$ cat config.mk
export PLATFORM = sky130hd
export DESIGN_NAME = tagged_countdown_timer_table_unit
export DESIGN_NICKNAME = d
export VERILOG_FILES = /design/src/sv/tctt_pkg.sv /design/src/sv/tagged_countdown_timer_table_unit.sv /design/src/sv/tctt_cell.sv
export SDC_FILE = /design/constraint.sdc
export NUM_CORES = 2
export LEC_CHECK = 0
export BUFFER_PORTS_ARGS = -buffer_cell sky130_fd_sc_hd__buf_2
export CAP_MARGIN = 15
export CORE_MARGIN = 1
export CORE_UTILIZATION = 45
export CTS_CLUSTER_DIAMETER = 200
export DETAILED_ROUTE_END_ITERATION = 6
export PLACE_DENSITY_LB_ADDON = 0.1
export SETUP_SLACK_MARGIN = 0.3
export SLEW_MARGIN = 20
export SYNTH_ARGS = -nofsm -noshare
export SYNTH_HDL_FRONTEND = slang
export SYNTH_SLANG_ARGS = --single-unit
$ cat constraint.sdc
create_clock -name clk_i -period 13.5 [get_ports clk_i]
set_input_delay 2.025 -clock clk_i [delete_from_list [all_inputs] [get_ports clk_i]]
set_output_delay 2.025 -clock clk_i [all_outputs]
set_load 0.005 [all_outputs]
$ cat src/sv/tctt_pkg.sv
// ----------------------------------------------------------------------------
// tctt_pkg
// Shared types and constants for the tagged countdown timer table.
// ----------------------------------------------------------------------------
package tctt_pkg;

  localparam int SLOTS     = 16;
  localparam int TAG_BITS  = 16;
  localparam int TIME_BITS = 24;
  localparam int CMD_BITS  = 3;

  // Command codes on command_i
  localparam logic [CMD_BITS-1:0] CMD_ADD     = 3'd0;
  localparam logic [CMD_BITS-1:0] CMD_TICK    = 3'd1;
  localparam logic [CMD_BITS-1:0] CMD_CANCEL  = 3'd2;
  localparam logic [CMD_BITS-1:0] CMD_ABANDON = 3'd3;
  localparam logic [CMD_BITS-1:0] CMD_CLEAR   = 3'd4;

  // Result kind codes
  localparam logic RES_FIRED = 1'b0;
  localparam logic RES_ACK   = 1'b1;

  // Add status codes
  localparam logic ADD_OK   = 1'b0;
  localparam logic ADD_FULL = 1'b1;

  typedef enum logic [2:0] {
    CELL_HOLD,
    CELL_ADD,
    CELL_TICK,
    CELL_CANCEL,
    CELL_ABANDON,
    CELL_CLEAR,
    CELL_REMOVE
  } cell_op_e;

  typedef enum logic {
    ST_IDLE,
    ST_REMOVE
  } state_e;

  typedef struct packed {
    logic                 valid;
    logic                 kill;
    logic [TIME_BITS-1:0] remaining;
    logic [TAG_BITS-1:0]  tag;
  } slot_t;

  typedef struct packed {
    cell_op_e             op;
    logic [TAG_BITS-1:0]  tag;
    logic [TIME_BITS-1:0] elapsed;
  } ctrl_t;

  // Scan carried down the row: hole seen above, tag of the first marked
  // timer, and a saturating count (0, 1, 2+) of marked timers.
  typedef struct packed {
    logic                hole;
    logic [TAG_BITS-1:0] tag;
    logic [1:0]          kills;
  } scan_t;

endpackage

$ cat src/sv/tagged_countdown_timer_table_unit.sv
// ----------------------------------------------------------------------------
// tagged_countdown_timer_table_unit
// Table of countdown timers kept newest first, built as a row of slot cells.
// ----------------------------------------------------------------------------
// A command is taken when start_i is high and busy_o is low. Add, abandon and
// clear are done in the cycle they are taken; an add answers with one
// acknowledge beat on the cycle after it is taken. Tick and cancel count down
// and mark timers in every slot at once in the cycle they are taken, then
// enter removal, where busy_o is high and the row closes up behind the first
// marked timer, one timer per cycle; removal is entered even when no timer is
// marked. Each fired timer gives one beat, newest first, registered in the
// cycle after its removal,
// and the final beat of a run carries last_of_run_o. Beats appear on
// result_valid_o for exactly one cycle and the receiver cannot hold them off,
// so it must take every beat as it comes.
// ----------------------------------------------------------------------------
module tagged_countdown_timer_table_unit (
  input  logic                           clk_i,
  input  logic                           rst_ni,
  input  logic                           start_i,
  output logic                           busy_o,
  input  logic [tctt_pkg::CMD_BITS-1:0]  command_i,
  input  logic [tctt_pkg::TIME_BITS-1:0] delay_i,
  input  logic [tctt_pkg::TAG_BITS-1:0]  tag_i,
  input  logic [tctt_pkg::TIME_BITS-1:0] elapsed_i,
  output logic                           result_valid_o,
  output logic                           result_kind_o,
  output logic [tctt_pkg::TAG_BITS-1:0]  fired_tag_o,
  output logic                           add_status_o,
  output logic                           last_of_run_o
);
  import tctt_pkg::*;

  state_e              state_q, state_d;
  logic                emit_q, emit_d;
  logic                accept;
  logic                full;
  ctrl_t               ctrl;
  slot_t               new_entry;
  slot_t               entries [SLOTS];
  scan_t               scans [SLOTS+1];
  scan_t               scan_end;
  logic                any_kill, more_kill;
  logic [SLOTS-1:0]    valid_vec;

  // result beat register
  logic                res_valid_q, res_valid_d;
  logic                res_kind_q, res_kind_d;
  logic [TAG_BITS-1:0] res_tag_q, res_tag_d;
  logic                res_status_q, res_status_d;
  logic                res_last_q, res_last_d;

  assign accept    = start_i && !busy_o;
  assign full      = entries[SLOTS-1].valid;
  assign scan_end  = scans[SLOTS];
  assign any_kill  = (scan_end.kills != 2'd0);
  assign more_kill = (scan_end.kills == 2'd2);
  assign new_entry = '{valid: 1'b1, kill: 1'b0, remaining: delay_i, tag: tag_i};
  assign scans[0]  = '{hole: 1'b0, tag: '0, kills: 2'd0};

  always_comb begin
    for (int i = 0; i < SLOTS; i++) begin
      valid_vec[i] = entries[i].valid;
    end
  end

  // Row of slot cells: slot 0 is the newest timer
  for (genvar g = 0; g < SLOTS; g++) begin : g_cell
    slot_t prev_s, next_s;
    if (g == 0) begin : g_head
      assign prev_s = new_entry;
    end else begin : g_mid_prev
      assign prev_s = entries[g-1];
    end
    if (g == SLOTS-1) begin : g_tail
      assign next_s = '0;
    end else begin : g_mid_next
      assign next_s = entries[g+1];
    end
    tctt_cell u_cell (
      .clk_i   (clk_i),
      .rst_ni  (rst_ni),
      .ctrl_i  (ctrl),
      .prev_i  (prev_s),
      .next_i  (next_s),
      .scan_i  (scans[g]),
      .entry_o (entries[g]),
      .scan_o  (scans[g+1])
    );
  end

  // Next state: stay in removal while a second marked timer remains
  always_comb begin
    state_d = state_q;
    emit_d  = emit_q;
    case (state_q)
      ST_IDLE: begin
        if (accept && ((command_i == CMD_TICK) || (command_i == CMD_CANCEL))) begin
          state_d = ST_REMOVE;
          emit_d  = (command_i == CMD_TICK);
        end
      end
      ST_REMOVE: begin
        if (!more_kill) begin
          state_d = ST_IDLE;
        end
      end
      default: state_d = ST_IDLE;
    endcase
  end

  // Outputs of the sequencer: busy flag and the operation for every cell
  always_comb begin
    busy_o       = (state_q != ST_IDLE);
    ctrl.op      = CELL_HOLD;
    ctrl.tag     = tag_i;
    ctrl.elapsed = elapsed_i;
    case (state_q)
      ST_IDLE: begin
        if (accept) begin
          case (command_i)
            CMD_ADD:     ctrl.op = full ? CELL_HOLD : CELL_ADD;
            CMD_TICK:    ctrl.op = CELL_TICK;
            CMD_CANCEL:  ctrl.op = CELL_CANCEL;
            CMD_ABANDON: ctrl.op = CELL_ABANDON;
            CMD_CLEAR:   ctrl.op = CELL_CLEAR;
            default:     ctrl.op = CELL_HOLD;
          endcase
        end
      end
      ST_REMOVE: ctrl.op = CELL_REMOVE;
      default:   ctrl.op = CELL_HOLD;
    endcase
  end

  // Build the next result beat: an add acknowledge or a fired timer
  always_comb begin
    res_valid_d  = 1'b0;
    res_kind_d   = RES_FIRED;
    res_tag_d    = '0;
    res_status_d = ADD_OK;
    res_last_d   = 1'b0;
    if (accept && (command_i == CMD_ADD)) begin
      res_valid_d  = 1'b1;
      res_kind_d   = RES_ACK;
      res_status_d = full ? ADD_FULL : ADD_OK;
      res_last_d   = 1'b1;
    end else if ((state_q == ST_REMOVE) && any_kill && emit_q) begin
      res_valid_d = 1'b1;
      res_tag_d   = scan_end.tag;
      res_last_d  = !more_kill;
    end
  end

  always_ff @(posedge clk_i or negedge rst_ni) begin
    if (!rst_ni) begin
      state_q     <= ST_IDLE;
      emit_q      <= 1'b0;
      res_valid_q <= 1'b0;
    end else begin
      state_q     <= state_d;
      emit_q      <= emit_d;
      res_valid_q <= res_valid_d;
    end
  end

  always_ff @(posedge clk_i) begin
    res_kind_q   <= res_kind_d;
    res_tag_q    <= res_tag_d;
    res_status_q <= res_status_d;
    res_last_q   <= res_last_d;
  end

  assign result_valid_o = res_valid_q;
  assign result_kind_o  = res_kind_q;
  assign fired_tag_o    = res_tag_q;
  assign add_status_o   = res_status_q;
  assign last_of_run_o  = res_last_q;

  // Live timers always sit packed at the head of the row
  a_packed : assert property (@(posedge clk_i) disable iff (!rst_ni)
    $onehot({1'b0, valid_vec} + {{SLOTS{1'b0}}, 1'b1}))
    else $error("live timers are not packed at the head");

  // An accepted add answers with exactly one final acknowledge beat
  a_add_ack : assert property (@(posedge clk_i) disable iff (!rst_ni)
    (accept && (command_i == CMD_ADD)) |=>
      (result_valid_o && (result_kind_o == RES_ACK) && last_of_run_o))
    else $error("add was not acknowledged");

  // Fired beats come only out of a removal cycle of a tick
  a_fire_src : assert property (@(posedge clk_i) disable iff (!rst_ni)
    (result_valid_o && (result_kind_o == RES_FIRED)) |->
      ($past(state_q) == ST_REMOVE) && $past(emit_q))
    else $error("fired beat outside a tick removal");

  // Removal ends once no further marked timer is left
  a_remove_end : assert property (@(posedge clk_i) disable iff (!rst_ni)
    ((state_q == ST_REMOVE) && !more_kill) |=> (state_q == ST_IDLE))
    else $error("removal did not finish");

endmodule

$ cat src/sv/tctt_cell.sv
// ----------------------------------------------------------------------------
// tctt_cell
// One timer slot: holds a timer, counts it down, marks it for removal and
// closes the gap left by the first marked timer above or at it.
// ----------------------------------------------------------------------------
module tctt_cell (
  input  logic            clk_i,
  input  logic            rst_ni,
  input  tctt_pkg::ctrl_t ctrl_i,
  input  tctt_pkg::slot_t prev_i,
  input  tctt_pkg::slot_t next_i,
  input  tctt_pkg::scan_t scan_i,
  output tctt_pkg::slot_t entry_o,
  output tctt_pkg::scan_t scan_o
);
  import tctt_pkg::*;

  logic                 valid_q, valid_d;
  logic                 kill_q, kill_d;
  logic [TIME_BITS-1:0] remaining_q, remaining_d;
  logic [TAG_BITS-1:0]  tag_q, tag_d;
  logic                 kill_v;

  assign entry_o = '{valid: valid_q, kill: kill_q, remaining: remaining_q, tag: tag_q};
  assign kill_v  = valid_q & kill_q;

  always_comb begin
    scan_o.hole = scan_i.hole | kill_v;
    scan_o.tag  = (kill_v && !scan_i.hole) ? tag_q : scan_i.tag;
    if (kill_v && (scan_i.kills != 2'd2)) begin
      scan_o.kills = scan_i.kills + 2'd1;
    end else begin
      scan_o.kills = scan_i.kills;
    end
  end

  always_comb begin
    valid_d     = valid_q;
    kill_d      = kill_q;
    remaining_d = remaining_q;
    tag_d       = tag_q;
    case (ctrl_i.op)
      CELL_ADD: begin
        valid_d     = prev_i.valid;
        kill_d      = prev_i.kill;
        remaining_d = prev_i.remaining;
        tag_d       = prev_i.tag;
      end
      CELL_TICK: begin
        if (remaining_q > ctrl_i.elapsed) begin
          remaining_d = remaining_q - ctrl_i.elapsed;
          kill_d      = 1'b0;
        end else begin
          kill_d = 1'b1;
        end
      end
      CELL_CANCEL:  kill_d = (tag_q == ctrl_i.tag);
      CELL_ABANDON: remaining_d = '0;
      CELL_CLEAR:   valid_d = 1'b0;
      CELL_REMOVE: begin
        // pull up from below once the first marked timer is at or above
        if (scan_o.hole) begin
          valid_d     = next_i.valid;
          kill_d      = next_i.kill;
          remaining_d = next_i.remaining;
          tag_d       = next_i.tag;
        end
      end
      default: begin
      end
    endcase
  end

  always_ff @(posedge clk_i or negedge rst_ni) begin
    if (!rst_ni) begin
      valid_q <= 1'b0;
      kill_q  <= 1'b0;
    end else begin
      valid_q <= valid_d;
      kill_q  <= kill_d;
    end
  end

  always_ff @(posedge clk_i) begin
    remaining_q <= remaining_d;
    tag_q       <= tag_d;
  end

endmodule
==> flow_results.xml <==
<?xml version="1.0" encoding="UTF-8"?>
<metrics>
  <group name="clocking">
    <metric name="ctsRootBufferMaster" unit="">sky130_fd_sc_hd__clkbuf_16</metric>
    <metric name="cts_tree" unit="">yes</metric>
    <metric name="cts.reportedPaths.clkPinSlew" unit="ps">60</metric>
    <metric name="clock-sinks" unit="">694</metric>
    <metric name="clock_tree.buffer_depth" unit="">3</metric>
    <metric name="clkLatencyLatePin" unit="ps">700</metric>
    <metric name="htree_levels" unit="">3</metric>
    <metric name="cts-hold-fix-buffers" unit="">0</metric>
    <metric name="cts_setup_buffers" unit="">0</metric>
    <metric name="post_cts.resized_instances" unit="">0</metric>
    <metric name="number_of_buffers_created_by_cts" unit="">87</metric>
  </group>
  <group name="timing">
    <metric name="finalMaxSlewViolations" unit="">0</metric>
    <metric name="post-route-min-period" unit="ps">12320</metric>
    <metric name="clock-skew-final" unit="ps">39.5</metric>
    <metric name="worst_pin_slew" unit="ps">1130</metric>
    <metric name="slew_hr" unit="">0.242</metric>
    <metric name="fin_setup_tns" unit="ps">0</metric>
    <metric name="rsz_0062_raised_after_global_routing" unit="">no</metric>
    <metric name="final-setup-viol-count" unit="">0</metric>
    <metric name="maxClockFrequency" unit="MHz">81.2</metric>
    <metric name="final_hold_vio_count" unit="">0</metric>
    <metric name="period_share" unit="">0.913</metric>
  </group>
  <group name="global_routing">
    <metric name="grt_pass1_wl" unit="um">263000</metric>
    <metric name="grt.met2_usage" unit="">0.449</metric>
    <metric name="grt_busiest_layer" unit="">met2</metric>
    <metric name="grt_use_met3" unit="">0.0379</metric>
    <metric name="globalRouteTotalUtil" unit="">0.280</metric>
    <metric name="global_route.overflow_total" unit="">0</metric>
    <metric name="grt_start_max_net_pins" unit="">189</metric>
    <metric name="globalRouteMet1Util" unit="">0.389</metric>
    <metric name="grt_pass1_vias" unit="">42928</metric>
    <metric name="grt_antenna_before_repair" unit="">5</metric>
  </group>
  <group name="floorplanning">
    <metric name="dieWidth" unit="um">347</metric>
    <metric name="floorplan.initialDensity" unit="">0.454</metric>
    <metric name="dieHeight" unit="um">347</metric>
    <metric name="io_pins" unit="">91</metric>
    <metric name="fp.coreArea" unit="um^2">118000</metric>
    <metric name="row_count" unit="">126</metric>
    <metric name="die_area" unit="um^2">120000</metric>
  </group>
  <group name="power_and_ir_drop">
    <metric name="power.share.clock" unit="">0.132</metric>
    <metric name="power_switching_share" unit="">0.462</metric>
    <metric name="switchingPower" unit="mW">8.38</metric>
    <metric name="worst_ir_drop_vdd" unit="mV">1.98</metric>
    <metric name="sequentialPowerShare" unit="">0.207</metric>
    <metric name="p_int" unit="mW">9.76</metric>
    <metric name="power.share.combinational" unit="">0.661</metric>
    <metric name="power_leakage" unit="nW">22.5</metric>
    <metric name="power.density_cell_area" unit="nW/um^2">309</metric>
  </group>
  <group name="drt">
    <metric name="wire_per_inst" unit="um">24.6</metric>
    <metric name="route.antenna.remaining_nets" unit="">0</metric>
    <metric name="drt_iter0_drcs" unit="">4052</metric>
    <metric name="routed_wire_length" unit="um">175000</metric>
    <metric name="num_vias" unit="">44508</metric>
    <metric name="drt-pass1-iter-count" unit="">7</metric>
    <metric name="routed_via_density" unit="">6.27</metric>
    <metric name="drc_errors" unit="">13</metric>
  </group>
  <group name="synthesis">
    <metric name="edff_count_synth" unit="">640</metric>
    <metric name="most_numerous_cell_types_in_the_synthesized_netlist" unit="">sky130_fd_sc_hd__edfxtp_1 (640), sky130_fd_sc_hd__nor2_1 (566), sky130_fd_sc_hd__ha_1 (402), sky130_fd_sc_hd__o21ai_0 (345), sky130_fd_sc_hd__a21oi_1 (327)</metric>
    <metric name="avgSynthCellArea" unit="um^2">9.77</metric>
    <metric name="synthDistinctLibCells" unit="">88</metric>
    <metric name="synth_seq_area_share" unit="">0.382</metric>
    <metric name="synth_area_leader_cell" unit="">sky130_fd_sc_hd__edfxtp_1</metric>
    <metric name="yosysWarnings" unit="">0</metric>
    <metric name="syn_inst" unit="">5486</metric>
    <metric name="synth_top_cell_area_share" unit="">0.359</metric>
    <metric name="netlist_area" unit="um^2">53600</metric>
    <metric name="netlist_top_cells_area" unit="">sky130_fd_sc_hd__edfxtp_1 (36%), sky130_fd_sc_hd__ha_1 (9.4%), sky130_fd_sc_hd__xor2_1 (5.2%)</metric>
    <metric name="async_reset_ff_frac" unit="">0.0504</metric>
    <metric name="yosys_most_used_dff" unit="">sky130_fd_sc_hd__edfxtp_1</metric>
    <metric name="synth_seq_cells" unit="">694</metric>
    <metric name="syn_nets" unit="">5974</metric>
    <metric name="yosys.cell_count.top_type" unit="">sky130_fd_sc_hd__edfxtp_1</metric>
  </group>
  <group name="placed_design">
    <metric name="placed_area" unit="um^2">55800</metric>
    <metric name="port_buffers" unit="">90</metric>
    <metric name="detailedPlacementHpwl" unit="um">125000</metric>
    <metric name="gp_congestion" unit="">0.898</metric>
  </group>
  <group name="setup_path">
    <metric name="critPathRequiredTime" unit="ps">14110</metric>
    <metric name="critical_path.most_common_cell" unit="">sky130_fd_sc_hd__ha_1</metric>
    <metric name="slowest_delay" unit="ps">500</metric>
    <metric name="critical_path.n_buffers_inverters" unit="">3</metric>
    <metric name="crit_path_end_kind" unit="">flop</metric>
    <metric name="cp_slowest_cell" unit="">sky130_fd_sc_hd__xnor3_2</metric>
    <metric name="startpoint_type" unit="">flop</metric>
    <metric name="critPathMaxFanout" unit="">16</metric>
    <metric name="setup.worst_path.class" unit="">reg -&gt; reg</metric>
    <metric name="worstPathArrival" unit="ps">12930</metric>
    <metric name="cp_top_family" unit="">simple AND/OR/NAND/NOR gates</metric>
  </group>
  <group name="worst_hold_path">
    <metric name="worstHoldPathType" unit="">reg -&gt; reg</metric>
  </group>
  <group name="cells_and_area">
    <metric name="n_fill_cell" unit="">10991</metric>
    <metric name="drive_gt1_frac" unit="">0.110</metric>
    <metric name="syn_to_final_growth" unit="%">9.49</metric>
    <metric name="layout.nets" unit="">5974</metric>
    <metric name="final_cell_area" unit="um^2">58700</metric>
  </group>
  <group name="run_status">
    <metric name="result_of_the_run" unit="">finished with violations</metric>
    <metric name="failing_checks" unit="">design-rule violations</metric>
  </group>
  <group name="flow_run">
    <metric name="maxCapViolations" unit="">0</metric>
  </group>
</metrics>
## area by class of cell
class	instances	area, um^2	share of cell area
Clock inverter	41	357	0.00608
Clock buffer	122	2490	0.0424
Inverter	188	706	0.0120
Sequential cell	694	20500	0.349
Tap cell	1536	1920	0.0328
Multi-Input combinational cell	4337	31600	0.538
Timing Repair Buffer	178	1160	0.0198
Antenna cell	1	2.50	0.0000426
## logic make-up (layout without fill, tap and decap cells)
group | count (synthesis) | after routing | synth area share
AOI/OAI and AO/OA | 1654 | 1654 | 0.210
buffers and inverters | 455 | 529 | 0.0321
adders and majority gates | 418 | 418 | 0.0998
and+or+nand+nor | 1432 | 1432 | 0.126
muxes | 266 | 266 | 0.0554
other | 0 | 1 | 0
DFF | 694 | 694 | 0.382
xor gates and xnor gates | 567 | 567 | 0.0945
## flip-flops by register name (all words and copies together), names as in the netlist
name                       flops
last_of_run_o                  1
busy_o                         1
g_cell.u_cell.tag_q          256
g_cell.u_cell.valid_q         16
emit_q                         1
result_kind_o                  1
result_valid_o                 1
g_cell.u_cell.remaining_q    384
fired_tag_o                   16
g_cell.u_cell.kill_q          16
add_status_o                   1
## metal layers
layer | wire (um) | vias up
li1 | - | 21025
met1 | 78000 | 21758
met2 | 80700 | 1428
met3 | 10200 | 293
met4 | 5700 | 4
met5 | 23 | -
## worst reg2reg max path: cells and delay by family (launching register included)
family / cells / cell delay, ps
AOI/OAI and AO/OA: 10 / 1860
xor gates and xnor gates: 6 / 2280
and+or+nand+nor: 20 / 4070
buffers and inverters: 3 / 260
DFF: 1 / 450
adders and majority gates: 14 / 3100
muxes: 1 / 230
## metrics by stage
stage	total power, mW	worst slack, ps	cells	utilization	hold slack [ps]
2_1_floorplan	13.4	1480	5486	-	447
6_report	18.1	1180	7097	0.497	484
3_5_place_dp	15.5	845	6933	0.473	468
4_1_cts	18.0	797	7096	0.497	482
3_3_place_gp	15.5	979	6933	0.473	463
5_1_grt	19.2	291	7096	0.497	532
## power by group through the flow
| stage | sequential (mW) | clock (mW) | combinational, mW |
|---|---|---|---|
| global placement | 3.81 | 0 | 11.7 |
| floorplan | 3.53 | 0 | 9.82 |
| detailed placement | 3.81 | 0 | 11.7 |
| finish | 3.76 | 2.39 | 12.0 |
| global route | 3.82 | 2.50 | 12.8 |
| CTS | 3.77 | 2.43 | 11.8 |
## cell usage in the layout (no fill, tap or decap), types with 52 or more instances in the layout
| cell type | count |
|---|---|
| sky130_fd_sc_hd__edfxtp_1 | 640 |
| sky130_fd_sc_hd__nor2_1 | 557 |
| sky130_fd_sc_hd__ha_1 | 402 |
| sky130_fd_sc_hd__o21ai_0 | 343 |
| sky130_fd_sc_hd__a21oi_1 | 324 |
| sky130_fd_sc_hd__xor2_1 | 320 |
| sky130_fd_sc_hd__nand2_1 | 257 |
| sky130_fd_sc_hd__mux2_2 | 244 |
| sky130_fd_sc_hd__xnor2_1 | 239 |
| sky130_fd_sc_hd__inv_1 | 187 |
| sky130_fd_sc_hd__a22oi_1 | 159 |
| sky130_fd_sc_hd__a221oi_1 | 156 |
| sky130_fd_sc_hd__a21o_1 | 153 |
| sky130_fd_sc_hd__nor3_1 | 105 |
| sky130_fd_sc_hd__clkbuf_16 | 93 |
| sky130_fd_sc_hd__nand3_1 | 91 |
| sky130_fd_sc_hd__buf_2 | 90 |
| sky130_fd_sc_hd__nand4_1 | 84 |
| sky130_fd_sc_hd__buf_4 | 84 |
| sky130_fd_sc_hd__nor2b_1 | 74 |
| sky130_fd_sc_hd__nor4_1 | 56 |
| sky130_fd_sc_hd__nand2b_1 | 52 |
| sky130_fd_sc_hd__o21bai_1 | 52 |
## worst paths after layout
check	slack [ps]	cells past startpoint	to	from
worst min-delay path	480	2	emit_q$_DFFE_PN0P_	emit_q$_DFFE_PN0P_
worst min register to register	480	2	emit_q$_DFFE_PN0P_	emit_q$_DFFE_PN0P_
worst max register to register	1180	54	fired_tag_o[12]$_SDFF_PP0_	g_cell[0].u_cell.kill_q$_DFFE_PN0P_
worst max-delay path	1180	54	fired_tag_o[12]$_SDFF_PP0_	g_cell[0].u_cell.kill_q$_DFFE_PN0P_
min in group asynchronous	1390	2	g_cell[1].u_cell.valid_q$_DFFE_PN0P_	rst_ni
max in group asynchronous	11680	2	busy_o$_DFF_PN0_	rst_ni
Power figures use the tool's default switching activity.
